<file path="src/hw/rtl/pfb_pkg.sv">
// Shared types and constants for the particle filter bounds unit.
// Used by pfb_front, pfb_queue, pfb_back and the top level.
package pfb_pkg;

   localparam int RAW_LON_W  = 21;
   localparam int NORM_W     = 22;
   localparam int LON_W      = 20;
   localparam int FOLD_W     = 19;
   localparam int LAT_W      = 18;
   localparam int HGT_W      = 18;
   localparam int SIZE_W     = 20;
   localparam int AGE_W      = 32;
   localparam int CSR_ADDR_W = 3;
   localparam int CSR_DATA_W = 32;
   localparam int REQ_DATA_W = 112;
   localparam int RSP_DATA_W = 152;
   localparam int RSP_USER_W = 3;

   localparam logic signed [NORM_W-1:0] LON_FULL = 22'sd360000;
   localparam logic signed [NORM_W-1:0] LON_LOW  = -22'sd180000;
   localparam logic signed [NORM_W-1:0] LON_HALF = 22'sd180000;

   localparam logic signed [AGE_W-1:0] CUR_TIME_RST = 32'hFFFF_FFFF;
   localparam logic signed [HGT_W-1:0] HGT_FLOOR_RST = -18'sd10000;
   localparam logic signed [HGT_W-1:0] HGT_CEIL_RST  = 18'sd100000;

   typedef enum logic [CSR_ADDR_W-1:0] {
      REG_AIRBORNE_ONLY  = 3'd0,
      REG_FALLOUT_ONLY   = 3'd1,
      REG_CURRENT_TIME   = 3'd2,
      REG_HEIGHT_FLOOR   = 3'd3,
      REG_HEIGHT_CEILING = 3'd4,
      REG_SIZE_UPPER     = 3'd5,
      REG_SIZE_LOWER     = 3'd6
   } csr_addr_type;

   typedef struct packed {
      logic [LON_W-1:0]  lon;
      logic [FOLD_W-1:0] folded;
      logic [LAT_W-1:0]  lat;
      logic [HGT_W-1:0]  hgt;
      logic [SIZE_W-1:0] size;
      logic              pass;
      logic              last;
   } item_type;

   typedef struct packed {
      logic [SIZE_W-1:0] size_max;
      logic [SIZE_W-1:0] size_min;
      logic [HGT_W-1:0]  hgt_max;
      logic [HGT_W-1:0]  hgt_min;
      logic [LAT_W-1:0]  lat_max;
      logic [LAT_W-1:0]  lat_min;
      logic [LON_W-1:0]  lon_max;
      logic [LON_W-1:0]  lon_min;
      logic              meridian_crossed;
      logic              any_valid;
      logic              item_valid;
      logic              summary_ready;
   } result_type;

endpackage

</file>
<file path="src/hw/rtl/pfb_front.sv">
// Front end: configuration registers, longitude normalization and particle filtering.
// Depends on pfb_pkg.
module pfb_front
   import pfb_pkg::*;
(
   input  logic                  clock,
   input  logic                  reset,
   input  logic                  csr_wen,
   input  logic [CSR_ADDR_W-1:0] csr_addr,
   input  logic [CSR_DATA_W-1:0] csr_wdata,
   input  logic [RAW_LON_W-1:0]  longitude,
   input  logic [LAT_W-1:0]      latitude,
   input  logic [HGT_W-1:0]      height,
   input  logic [SIZE_W-1:0]     particle_size,
   input  logic [AGE_W-1:0]      particle_age,
   input  logic                  grounded,
   input  logic                  group_end,
   output item_type              item
);

   logic              airborne_only_ff;
   logic              fallout_only_ff;
   logic [AGE_W-1:0]  current_time_ff;
   logic [HGT_W-1:0]  height_floor_ff;
   logic [HGT_W-1:0]  height_ceiling_ff;
   logic [SIZE_W-1:0] size_upper_ff;
   logic [SIZE_W-1:0] size_lower_ff;

   always_ff @(posedge clock) begin
      if (reset) begin
         airborne_only_ff  <= 1'b0;
         fallout_only_ff   <= 1'b0;
         current_time_ff   <= CUR_TIME_RST;
         height_floor_ff   <= HGT_FLOOR_RST;
         height_ceiling_ff <= HGT_CEIL_RST;
         size_upper_ff     <= '0;
         size_lower_ff     <= '0;
      end else if (csr_wen) begin
         case (csr_addr_type'(csr_addr))
            REG_AIRBORNE_ONLY:  airborne_only_ff  <= csr_wdata[0];
            REG_FALLOUT_ONLY:   fallout_only_ff   <= csr_wdata[0];
            REG_CURRENT_TIME:   current_time_ff   <= csr_wdata[AGE_W-1:0];
            REG_HEIGHT_FLOOR:   height_floor_ff   <= csr_wdata[HGT_W-1:0];
            REG_HEIGHT_CEILING: height_ceiling_ff <= csr_wdata[HGT_W-1:0];
            REG_SIZE_UPPER:     size_upper_ff     <= csr_wdata[SIZE_W-1:0];
            REG_SIZE_LOWER:     size_lower_ff     <= csr_wdata[SIZE_W-1:0];
            default: ;
         endcase
      end
   end

   logic signed [NORM_W-1:0] raw_lon;
   logic signed [NORM_W-1:0] wrap_lon;
   logic signed [NORM_W-1:0] norm_lon;
   logic signed [NORM_W-1:0] fold_lon;
   logic                     pass;

   always_comb begin
      raw_lon = $signed({longitude[RAW_LON_W-1], longitude});
      if (raw_lon > LON_FULL) begin
         wrap_lon = raw_lon - LON_FULL;
      end else if (raw_lon < LON_LOW) begin
         wrap_lon = raw_lon + LON_FULL;
      end else begin
         wrap_lon = raw_lon;
      end
      if (wrap_lon > LON_FULL) begin
         norm_lon = LON_FULL;
      end else if (wrap_lon < LON_LOW) begin
         norm_lon = LON_LOW;
      end else begin
         norm_lon = wrap_lon;
      end
      fold_lon = (norm_lon > LON_HALF) ? norm_lon - LON_FULL : norm_lon;

      pass = 1'b1;
      if (grounded && airborne_only_ff) pass = 1'b0;
      if (!grounded && fallout_only_ff) pass = 1'b0;
      if (particle_age > current_time_ff) pass = 1'b0;
      if ($signed(height) > $signed(height_ceiling_ff)) pass = 1'b0;
      if ($signed(height) < $signed(height_floor_ff)) pass = 1'b0;
      if ((size_upper_ff != '0) && (particle_size > size_upper_ff)) pass = 1'b0;
      if ((size_lower_ff != '0) && (particle_size < size_lower_ff)) pass = 1'b0;

      item.lon    = norm_lon[LON_W-1:0];
      item.folded = fold_lon[FOLD_W-1:0];
      item.lat    = latitude;
      item.hgt    = height;
      item.size   = particle_size;
      item.pass   = pass;
      item.last   = group_end;
   end

endmodule

</file>
<file path="src/hw/rtl/pfb_queue.sv">
// Small FIFO of classified particles between the front end and the tracker.
// Depends on pfb_pkg.
module pfb_queue
   import pfb_pkg::*;
#(
   parameter int DEPTH = 4
)
(
   input  logic     clock,
   input  logic     reset,
   input  logic     push,
   input  item_type push_item,
   output logic     full,
   input  logic     pop,
   output logic     not_empty,
   output item_type pop_item
);

   localparam int PTR_W = (DEPTH > 1) ? $clog2(DEPTH) : 1;
   localparam int CNT_W = $clog2(DEPTH + 1);

   item_type           slots_ff [DEPTH];
   logic [PTR_W-1:0]   wr_ptr_ff, wr_ptr_in;
   logic [PTR_W-1:0]   rd_ptr_ff, rd_ptr_in;
   logic [CNT_W-1:0]   count_ff, count_in;

   assign full      = (count_ff == CNT_W'(DEPTH));
   assign not_empty = (count_ff != '0);
   assign pop_item  = slots_ff[rd_ptr_ff];

   always_comb begin
      wr_ptr_in = wr_ptr_ff;
      rd_ptr_in = rd_ptr_ff;
      count_in  = count_ff;
      if (push) begin
         wr_ptr_in = (wr_ptr_ff == PTR_W'(DEPTH - 1)) ? '0 : wr_ptr_ff + 1'b1;
      end
      if (pop) begin
         rd_ptr_in = (rd_ptr_ff == PTR_W'(DEPTH - 1)) ? '0 : rd_ptr_ff + 1'b1;
      end
      if (push && !pop) begin
         count_in = count_ff + 1'b1;
      end else if (pop && !push) begin
         count_in = count_ff - 1'b1;
      end
   end

   always_ff @(posedge clock) begin
      if (reset) begin
         wr_ptr_ff <= '0;
         rd_ptr_ff <= '0;
         count_ff  <= '0;
      end else begin
         wr_ptr_ff <= wr_ptr_in;
         rd_ptr_ff <= rd_ptr_in;
         count_ff  <= count_in;
      end
   end

   always_ff @(posedge clock) begin
      if (push) begin
         slots_ff[wr_ptr_ff] <= push_item;
      end
   end

endmodule

</file>
<file path="src/hw/rtl/pfb_back.sv">
// Back end: min/max trackers over passing particles and the response register.
// Depends on pfb_pkg.
module pfb_back
   import pfb_pkg::*;
(
   input  logic       clock,
   input  logic       reset,
   input  logic       q_valid,
   input  item_type   q_item,
   output logic       pop,
   input  logic       rsp_tready,
   output logic       rsp_tvalid,
   output result_type rsp_result
);

   logic              seen_ff, seen_in, seen_cur;
   logic [LON_W-1:0]  lon_lo_ff, lon_lo_in, lon_lo_cur;
   logic [LON_W-1:0]  lon_hi_ff, lon_hi_in, lon_hi_cur;
   logic [FOLD_W-1:0] fld_lo_ff, fld_lo_in, fld_lo_cur;
   logic [FOLD_W-1:0] fld_hi_ff, fld_hi_in, fld_hi_cur;
   logic [LAT_W-1:0]  lat_lo_ff, lat_lo_in, lat_lo_cur;
   logic [LAT_W-1:0]  lat_hi_ff, lat_hi_in, lat_hi_cur;
   logic [HGT_W-1:0]  hgt_lo_ff, hgt_lo_in, hgt_lo_cur;
   logic [HGT_W-1:0]  hgt_hi_ff, hgt_hi_in, hgt_hi_cur;
   logic [SIZE_W-1:0] size_lo_ff, size_lo_in, size_lo_cur;
   logic [SIZE_W-1:0] size_hi_ff, size_hi_in, size_hi_cur;

   logic              rsp_valid_ff, rsp_valid_in;
   result_type        result_ff, result_in;
   logic              upd;
   logic signed [LON_W:0] lon_span;

   assign pop        = q_valid && (!rsp_valid_ff || rsp_tready);
   assign upd        = pop && q_item.pass;
   assign rsp_tvalid = rsp_valid_ff;
   assign rsp_result = result_ff;

   always_comb begin
      seen_cur    = seen_ff;
      lon_lo_cur  = lon_lo_ff;
      lon_hi_cur  = lon_hi_ff;
      fld_lo_cur  = fld_lo_ff;
      fld_hi_cur  = fld_hi_ff;
      lat_lo_cur  = lat_lo_ff;
      lat_hi_cur  = lat_hi_ff;
      hgt_lo_cur  = hgt_lo_ff;
      hgt_hi_cur  = hgt_hi_ff;
      size_lo_cur = size_lo_ff;
      size_hi_cur = size_hi_ff;
      if (upd) begin
         seen_cur = 1'b1;
         if (!seen_ff) begin
            lon_lo_cur  = q_item.lon;
            lon_hi_cur  = q_item.lon;
            fld_lo_cur  = q_item.folded;
            fld_hi_cur  = q_item.folded;
            lat_lo_cur  = q_item.lat;
            lat_hi_cur  = q_item.lat;
            hgt_lo_cur  = q_item.hgt;
            hgt_hi_cur  = q_item.hgt;
            size_lo_cur = q_item.size;
            size_hi_cur = q_item.size;
         end else begin
            if ($signed(q_item.lon) < $signed(lon_lo_ff))    lon_lo_cur = q_item.lon;
            if ($signed(q_item.lon) > $signed(lon_hi_ff))    lon_hi_cur = q_item.lon;
            if ($signed(q_item.folded) < $signed(fld_lo_ff)) fld_lo_cur = q_item.folded;
            if ($signed(q_item.folded) > $signed(fld_hi_ff)) fld_hi_cur = q_item.folded;
            if ($signed(q_item.lat) < $signed(lat_lo_ff))    lat_lo_cur = q_item.lat;
            if ($signed(q_item.lat) > $signed(lat_hi_ff))    lat_hi_cur = q_item.lat;
            if ($signed(q_item.hgt) < $signed(hgt_lo_ff))    hgt_lo_cur = q_item.hgt;
            if ($signed(q_item.hgt) > $signed(hgt_hi_ff))    hgt_hi_cur = q_item.hgt;
            if (q_item.size < size_lo_ff)                    size_lo_cur = q_item.size;
            if (q_item.size > size_hi_ff)                    size_hi_cur = q_item.size;
         end
      end

      lon_span = $signed({lon_hi_cur[LON_W-1], lon_hi_cur})
               - $signed({lon_lo_cur[LON_W-1], lon_lo_cur});

      result_in               = '0;
      result_in.item_valid    = q_item.pass;
      result_in.summary_ready = q_item.last;
      if (q_item.last && seen_cur) begin
         result_in.any_valid = 1'b1;
         result_in.lon_min   = lon_lo_cur;
         result_in.lon_max   = lon_hi_cur;
         if (lon_span > LON_HALF[LON_W:0]) begin
            result_in.meridian_crossed = 1'b1;
            result_in.lon_min = {fld_lo_cur[FOLD_W-1], fld_lo_cur};
            result_in.lon_max = {fld_hi_cur[FOLD_W-1], fld_hi_cur};
         end
         result_in.lat_min  = lat_lo_cur;
         result_in.lat_max  = lat_hi_cur;
         result_in.hgt_min  = hgt_lo_cur;
         result_in.hgt_max  = hgt_hi_cur;
         result_in.size_min = size_lo_cur;
         result_in.size_max = size_hi_cur;
      end

      // group end clears every tracker
      if (pop && q_item.last) begin
         seen_in    = 1'b0;
         lon_lo_in  = '0;
         lon_hi_in  = '0;
         fld_lo_in  = '0;
         fld_hi_in  = '0;
         lat_lo_in  = '0;
         lat_hi_in  = '0;
         hgt_lo_in  = '0;
         hgt_hi_in  = '0;
         size_lo_in = '0;
         size_hi_in = '0;
      end else begin
         seen_in    = seen_cur;
         lon_lo_in  = lon_lo_cur;
         lon_hi_in  = lon_hi_cur;
         fld_lo_in  = fld_lo_cur;
         fld_hi_in  = fld_hi_cur;
         lat_lo_in  = lat_lo_cur;
         lat_hi_in  = lat_hi_cur;
         hgt_lo_in  = hgt_lo_cur;
         hgt_hi_in  = hgt_hi_cur;
         size_lo_in = size_lo_cur;
         size_hi_in = size_hi_cur;
      end

      if (pop) begin
         rsp_valid_in = 1'b1;
      end else if (rsp_tready) begin
         rsp_valid_in = 1'b0;
      end else begin
         rsp_valid_in = rsp_valid_ff;
      end
   end

   always_ff @(posedge clock) begin
      if (reset) begin
         seen_ff      <= 1'b0;
         lon_lo_ff    <= '0;
         lon_hi_ff    <= '0;
         fld_lo_ff    <= '0;
         fld_hi_ff    <= '0;
         lat_lo_ff    <= '0;
         lat_hi_ff    <= '0;
         hgt_lo_ff    <= '0;
         hgt_hi_ff    <= '0;
         size_lo_ff   <= '0;
         size_hi_ff   <= '0;
         rsp_valid_ff <= 1'b0;
      end else begin
         seen_ff      <= seen_in;
         lon_lo_ff    <= lon_lo_in;
         lon_hi_ff    <= lon_hi_in;
         fld_lo_ff    <= fld_lo_in;
         fld_hi_ff    <= fld_hi_in;
         lat_lo_ff    <= lat_lo_in;
         lat_hi_ff    <= lat_hi_in;
         hgt_lo_ff    <= hgt_lo_in;
         hgt_hi_ff    <= hgt_hi_in;
         size_lo_ff   <= size_lo_in;
         size_hi_ff   <= size_hi_in;
         rsp_valid_ff <= rsp_valid_in;
      end
   end

   always_ff @(posedge clock) begin
      if (pop) begin
         result_ff <= result_in;
      end
   end

   a_clear_after_last: assert property (@(posedge clock) disable iff (reset)
      (pop && q_item.last) |=> !seen_ff)
      else $error("trackers not cleared after group end");

   a_summary_only_on_last: assert property (@(posedge clock) disable iff (reset)
      (rsp_valid_ff && !result_ff.summary_ready) |->
         (!result_ff.any_valid && !result_ff.meridian_crossed))
      else $error("summary flags on a non-final response");

   a_meridian_needs_valid: assert property (@(posedge clock) disable iff (reset)
      (rsp_valid_ff && result_ff.meridian_crossed) |-> result_ff.any_valid)
      else $error("meridian crossing without a passing particle");

   a_pop_seen: assert property (@(posedge clock) disable iff (reset)
      (pop && q_item.pass && !q_item.last) |=> seen_ff)
      else $error("passing particle not recorded");

endmodule

</file>
<file path="src/hw/rtl/particle_filter_bounds_unit.sv">
// Particle filter bounds unit: one particle per request, one response per request.
// Sustains one request per cycle while the response side is ready. An accepted request is
// written into the queue, then popped through the tracker update into the response register,
// which drives rsp_tvalid and the response fields. A stalled response side backs up into the
// QUEUE_DEPTH-entry queue, and req_tready drops only once that queue is full.
// Configuration writes take effect on the next cycle.
// Depends on pfb_pkg, pfb_front, pfb_queue and pfb_back.
module particle_filter_bounds_unit
   import pfb_pkg::*;
#(
   parameter int QUEUE_DEPTH = 4
)
(
   input  logic                  clock,
   input  logic                  reset,
   input  logic                  req_tvalid,
   output logic                  req_tready,
   // longitude[20:0], latitude[38:21], height[56:39], particle_size[76:57],
   // particle_age[108:77], zero pad
   input  logic [REQ_DATA_W-1:0] req_tdata,
   // grounded
   input  logic                  req_tuser,
   input  logic                  req_tlast,
   output logic                  rsp_tvalid,
   input  logic                  rsp_tready,
   // lon_min_out, lon_max_out, lat_min_out, lat_max_out, hgt_min_out, hgt_max_out,
   // size_min_out, size_max_out
   output logic [RSP_DATA_W-1:0] rsp_tdata,
   // item_valid, any_valid, meridian_crossed
   output logic [RSP_USER_W-1:0] rsp_tuser,
   output logic                  rsp_tlast,
   input  logic                  csr_wen,
   input  logic [CSR_ADDR_W-1:0] csr_addr,
   input  logic [CSR_DATA_W-1:0] csr_wdata
);

   item_type   front_item;
   item_type   q_item;
   logic       q_full;
   logic       q_valid;
   logic       q_pop;
   result_type result;

   assign req_tready = !q_full;

   pfb_front u_front (
      .clock         (clock),
      .reset         (reset),
      .csr_wen       (csr_wen),
      .csr_addr      (csr_addr),
      .csr_wdata     (csr_wdata),
      .longitude     (req_tdata[20:0]),
      .latitude      (req_tdata[38:21]),
      .height        (req_tdata[56:39]),
      .particle_size (req_tdata[76:57]),
      .particle_age  (req_tdata[108:77]),
      .grounded      (req_tuser),
      .group_end     (req_tlast),
      .item          (front_item)
   );

   pfb_queue #(
      .DEPTH (QUEUE_DEPTH)
   ) u_queue (
      .clock     (clock),
      .reset     (reset),
      .push      (req_tvalid && !q_full),
      .push_item (front_item),
      .full      (q_full),
      .pop       (q_pop),
      .not_empty (q_valid),
      .pop_item  (q_item)
   );

   pfb_back u_back (
      .clock      (clock),
      .reset      (reset),
      .q_valid    (q_valid),
      .q_item     (q_item),
      .pop        (q_pop),
      .rsp_tready (rsp_tready),
      .rsp_tvalid (rsp_tvalid),
      .rsp_result (result)
   );

   assign rsp_tdata = {result.size_max, result.size_min, result.hgt_max, result.hgt_min,
                       result.lat_max, result.lat_min, result.lon_max, result.lon_min};
   assign rsp_tuser = {result.meridian_crossed, result.any_valid, result.item_valid};
   assign rsp_tlast = result.summary_ready;

endmodule

</file>
<file path="config.mk">
export PLATFORM = sky130hd
export DESIGN_NAME = particle_filter_bounds_unit
export DESIGN_NICKNAME = d
export VERILOG_FILES = /design/src/hw/rtl/pfb_pkg.sv /design/src/hw/rtl/pfb_front.sv /design/src/hw/rtl/pfb_queue.sv /design/src/hw/rtl/pfb_back.sv /design/src/hw/rtl/particle_filter_bounds_unit.sv
export SDC_FILE = /design/constraint.sdc
export NUM_CORES = 2
export LEC_CHECK = 0
export BUFFER_PORTS_ARGS = -buffer_cell sky130_fd_sc_hd__clkbuf_2
export CAP_MARGIN = 20
export CORE_UTILIZATION = 25
export DETAILED_ROUTE_END_ITERATION = 8
export GPL_TIMING_DRIVEN = 1
export MAX_ROUTING_LAYER = met4
export PLACE_DENSITY = 0.38
export SYNTH_ARGS = -nofsm -noshare
export SYNTH_HDL_FRONTEND = slang
export SYNTH_SLANG_ARGS = --single-unit
</file>
<file path="constraint.sdc">
create_clock -name clock -period 13 [get_ports clock]
set_input_delay 0.65 -clock clock [delete_from_list [all_inputs] [get_ports clock]]
set_output_delay 0.65 -clock clock [all_outputs]
set_load 0.1 [all_outputs]
</file>
Yosys cells after proc, flatten, opt, wreduce, memory -nomap -nowiden

Memory sizes are Yosys's and may differ from the RTL's. A register that Yosys moved wholly into a read port is not among the register bits.
Index checks and enable logic that the tools add are counted.

RAM bits: 388
Memories kept: 1
Register bits after elaboration: 465
Logic and storage cells: 159

$add $sub $neg: 8
Eq/ne operators: 9
Reduce and logical (&&, ||, !) cells: 31
Magnitude comparators: 21
Muxes and demuxes: 55

Memories:

| name             | depth | bits a word | read ports | clocked after Yosys merged registers in | write ports | RTL line        | source |
|---|---|---|---|---|---|---|---|
| u_queue.slots_ff | 4     | 97          | 1          | 1                                       | 1           | pfb_queue.sv:22 | `item_type slots_ff [DEPTH];` |

Operators with widths:

| cell                     | count |
|---|---|
| $mux W20                 | 12 |
| $mux W18                 | 12 |
| $mux W19                 | 7 |
| $mux W22                 | 4 |
| $gt A20 B20 Y1           | 3 |
| $lt A20 B20 Y1           | 3 |
| $gt A18 B18 Y1           | 3 |
| $lt A18 B18 Y1           | 3 |
| $mux W41                 | 1 |
| $reduce_bool A20 Y1      | 2 |
| $gt A32 B32 Y1           | 1 |
| $add A21 B20 Y22 const B | 1 |
| $gt A22 B19 Y1 const B   | 1 |
| $gt A22 B20 Y1 const B   | 1 |
| $lt A22 B19 Y1 const B   | 1 |
| $sub A21 B20 Y22 const B | 1 |
| $gt A21 B18 Y1 const B   | 1 |
| $gt A21 B20 Y1 const B   | 1 |
| $lt A21 B19 Y1 const B   | 1 |
| $sub A20 B20 Y21         | 1 |
| $gt A19 B19 Y1           | 1 |
| $lt A19 B19 Y1           | 1 |
| $sub A19 B19 Y19 const B | 1 |
| $reduce_and A2 Y1        | 7 |
| other kinds (17)         | 54 |

Longest topological paths before layout

Word-level depth: 8
Depth in mapped cells: 32
Depth with buffers taken out: 26

Cells and area by module

Synthesis repeated with hierarchy kept, for this count alone.

Cells, all modules: 3663
Area, all modules: 42014.0 µm²

By module, submodules not included:

| module                      | sequential area each (µm²) | area an instance (µm²) | cells an instance | times used |
|---|---|---|---|---|
| pfb_back                    | 8528.2                     | 18715.4                | 1943              | 1 |
| pfb_queue                   | 11831.3                    | 14426.3                | 551               | 1 |
| pfb_front                   | 2202.1                     | 8862.2                 | 1167              | 1 |
| particle_filter_bounds_unit | 0.0                        | 10.0                   | 2                 | 1 |

Least setup slack after synthesis

Ideal clock, no wire load.

Path kind: reg-to-reg
Start: register with a tool-made name
End: register u_back.result_ff (netlist bit u_back.rsp_result[13]), data pin
Arrival: 7.543 ns
Cell stages (with the launch flop): 32
Slack: 5.197 ns
Path through: dfxtp_1 -> buf_6 -> buf_1 -> buf_1 -> mux4_2 -> ha_1 -> nand4_1 -> nor4_2 -> a21boi_1 -> and4b_1 -> buf_2 -> nor2_1 -> clkbuf_1 -> clkbuf_1 -> nand2_1 -> o21ai_0 -> ha_1 -> nor2b_1 -> o21ai_0 -> nand2b_1 -> or4_1 -> o31a_1 -> a31oi_1 -> a211oi_2 -> a41o_2 -> o21a_1 -> o211a_1 -> and4bb_1 -> o211a_1 -> nor2_2 -> buf_4 -> mux2_2

RTL lines:

| element                | RTL line        | source |
|---|---|---|
| end signal: assignment | pfb_back.sv:168 | `result_ff <= result_in;` |
| end: declaration       | pfb_back.sv:29  | `result_type result_ff, result_in;` |

==> flow_summary.yaml <==
status:
  outcome: "finished, final reports clean"
setup_path:
  critPathRequiredTime_ns: 13.45
  ff2ff_setup_slack_ns: 3.98
  worst-endpoint-arrival_ns: 9.47
  crit_type: "flop to flop"
  crit_path_end_kind: "flop"
  startpoint_type: "flop"
  reg2reg_depth: 26
  r2r_end: "u_back.rsp_result[22]"
  cp_max_fo: 71
yosys:
  yosysMostFrequentCell: "edfxtp_1"
  synthDistinctLibCells: 94
  synth_edf_count: 520
  ys_async_sr_fraction_pct: 0
  avgSynthCellArea_um2: 11.48
  syn_nets: 3987
  ys_seq_area_share_pct: 54.14
  yosysTopAreaCell: "edfxtp_1"
  ys.flop_type: "edfxtp_1"
  synthTopCellsByArea: "edfxtp_1, dfxtp_1, ha_1"
  yosysWarnings: 0
  synth_cells: 3514
  syn_area_um2: 40340
  synth.cells.most_frequent: "edfxtp_1, nor2_1, inv_1, ha_1, dfxtp_1"
  synth_seq_cells: 831
  yosysTopAreaCellShare_pct: 38.71
grt:
  grt_pass1_wl_um: 180500
  grt_max_degree: 160
  grt_usage_pct: 15.29
  grt_pass1_vias: 27379
  antenna_found_initial: 21
  overflow: 0
die:
  die_width_um: 403.7
  ios: 312
  coreArea_um2: 160400
  dieArea_um2: 163000
  num_rows: 147
  dieHeight_um: 403.7
  start_util_pct: 25.15
placement:
  place_hpwl_um: 88270
  place.port_buffers: 308
  placed_cells: 5870
  gp_congestion: 0.8215
timing:
  drv_slew: 0
  fin_skew_ns: 0.03081
  hold_violations: 0
  fin_crit_sh_pct: 69.39
  setup_viol: 0
  grt_setup_unrepaired: "false"
  relSlewSlack_pct: 31.21
  clock.fmax_ghz: 0.1109
  post-route-min-period_ns: 9.021
  setup_tns_ns: 0
  max_slew.worst_pin.slew_ns: 1.032
  whs_ns: 0.1323
clocking:
  cts_resized: 0
  cts_tree: "done"
  ctsRootBufferMaster: "clkbuf_16"
  clk_pin_slew_ns: 0.07
  hold_buffers: 0
  htreeDepth: 3
  clkLatencyLatePin_ns: 0.72
  cts_sinks: 831
  cts_buffers: 100
  clock_path_buffers: 3
  post-cts-setup-buffer-count: 0
worst_hold_path:
  hold_class: "input port to flop"
  holdPathEnd: "u_front.current_time_ff[31]"
  holdCritStartpoint: "csr_wdata[31]"
  min_path_cells: 2
flow_run:
  max-cap-violations: 0
final_layout:
  finalNetCount: 4287
  areaGrowthSynthToFinish_pct: 18.41
  drive_gt1_share_pct: 17.07
  layout.cells.non_filler: 6073
route:
  drtAntennaViolNets: 0
  drt-total-wl_um: 122300
  vias: 26949
  detail_route.wl_per_cell_um: 20.14
  dr.pass1.iters: 5
  dr.first_iter.drc_count: 1363
  route.detailed.drc: 0
  viasPerCell: 4.438
## metrics by stage
stage                     util (%)  worst slack, ns  instance area (um^2)
after floorplan                  -            5.197                 40340
after global placement       27.66            3.921                 44360
after detailed placement     27.66            3.799                 44360
after CTS                    29.74            3.763                 47700
after global routing         29.78            3.290                 47760
final                        29.78            3.979                 47760
## critical path, stage by stage (launching register included)
cell      delay (ns)
dfxtp_4         0.64
buf_12          0.55
mux4_2          0.80
ha_1            0.39
nand4_1         0.14
nor4_2          0.37
a21boi_1        0.27
nand4b_1        0.39
nand2_1         0.29
a21oi_1         0.36
ha_1            0.26
fa_1            0.22
nor2b_1         0.05
o21ai_0         0.14
nand2b_1        0.19
or4_1           0.45
o31a_1          0.12
a31oi_1         0.28
a211oi_2        0.18
a41o_2          0.35
o21a_1          0.18
o211a_1         0.23
and4bb_1        0.20
o211a_1         0.20
buf_4           0.24
nor2_2          0.81
mux2_2          0.42
## cells by family after synthesis
family | count (synthesis) | share of synthesized area (%)
simple gates | 983 | 11.24
buf+inv | 475 | 4.591
xor+xnor | 47 | 1.020
fa+ha+maj | 321 | 9.981
mux | 245 | 8.961
flops | 831 | 54.14
compound gates | 612 | 10.06
## registers in the layout, summed over array words and instances, names as in the netlist, 3 cells and up, named ones only
signal and count:
u_back.fld_hi_ff 19, u_back.fld_lo_ff 19, u_back.hgt_hi_ff 18, u_back.hgt_lo_ff 18
u_back.lat_hi_ff 18, u_back.lat_lo_ff 18, u_back.lon_hi_ff 20, u_back.lon_lo_ff 20
u_back.rsp_result 156, u_back.size_hi_ff 20, u_back.size_lo_ff 20, u_front.current_time_ff 32
u_front.height_ceiling_ff 18, u_front.height_floor_ff 18, u_front.size_lower_ff 20, u_front.size_upper_ff 20
u_queue.count_ff 3, u_queue.slots_ff 364
## placed cells by master (no fill, tap or decap), types with 41 or more instances in the layout
master,instances
nor2b_1,41
nor3_1,58
a21o_1,86
edfxtp_1,520
o21ai_0,93
mux2i_1,140
dfxtp_1,309
a21oi_1,209
nor2_1,445
nand4_1,49
ha_1,317
clkbuf_2,308
clkbuf_16,101
inv_1,325
mux4_2,91
nand2_1,213
## cell type report
type / count / area (um^2)
repair buffers: 346 / 1872
flip-flops and latches: 831 / 21850
multi-input cells: 2208 / 16730
well taps: 2160 / 2703
clock inverters: 60 / 620.6
diodes: 12 / 30.03
inverters: 327 / 1235
clock buffers: 129 / 2723
fillers: 16664 / 112600
## layer usage
layer / up-vias / track usage (%) / part of all wire (%)
met4: 0 / 3.861 / 1.8
met3: 126 / 2.667 / 4.1
met2: 448 / 23.33 / 45
met1: 13095 / 20.92 / 49
met5: - / - / 0
li1: 13280 / - / -
## worst max path at each step
| stage | startpoint | to | slack, ns | cells after the start |
|---|---|---|---|---|
| 2_1_floorplan | flop | u_back.rsp_result[13] | 5.20 | 31 |
| 5_1_grt | flop | u_back.rsp_result[21] | 3.29 | 28 |
| 3_3_place_gp | flop | u_back.rsp_result[17] | 3.92 | 28 |
| 6_report | flop | u_back.rsp_result[22] | 3.98 | 26 |
| 4_1_cts | flop | u_back.rsp_result[21] | 3.76 | 26 |
| 3_5_place_dp | flop | u_back.rsp_result[7] | 3.80 | 28 |
Power is left out: the tool's default activity adds up to more than one toggle a clock period on the data nets, which glitch-free logic cannot reach.
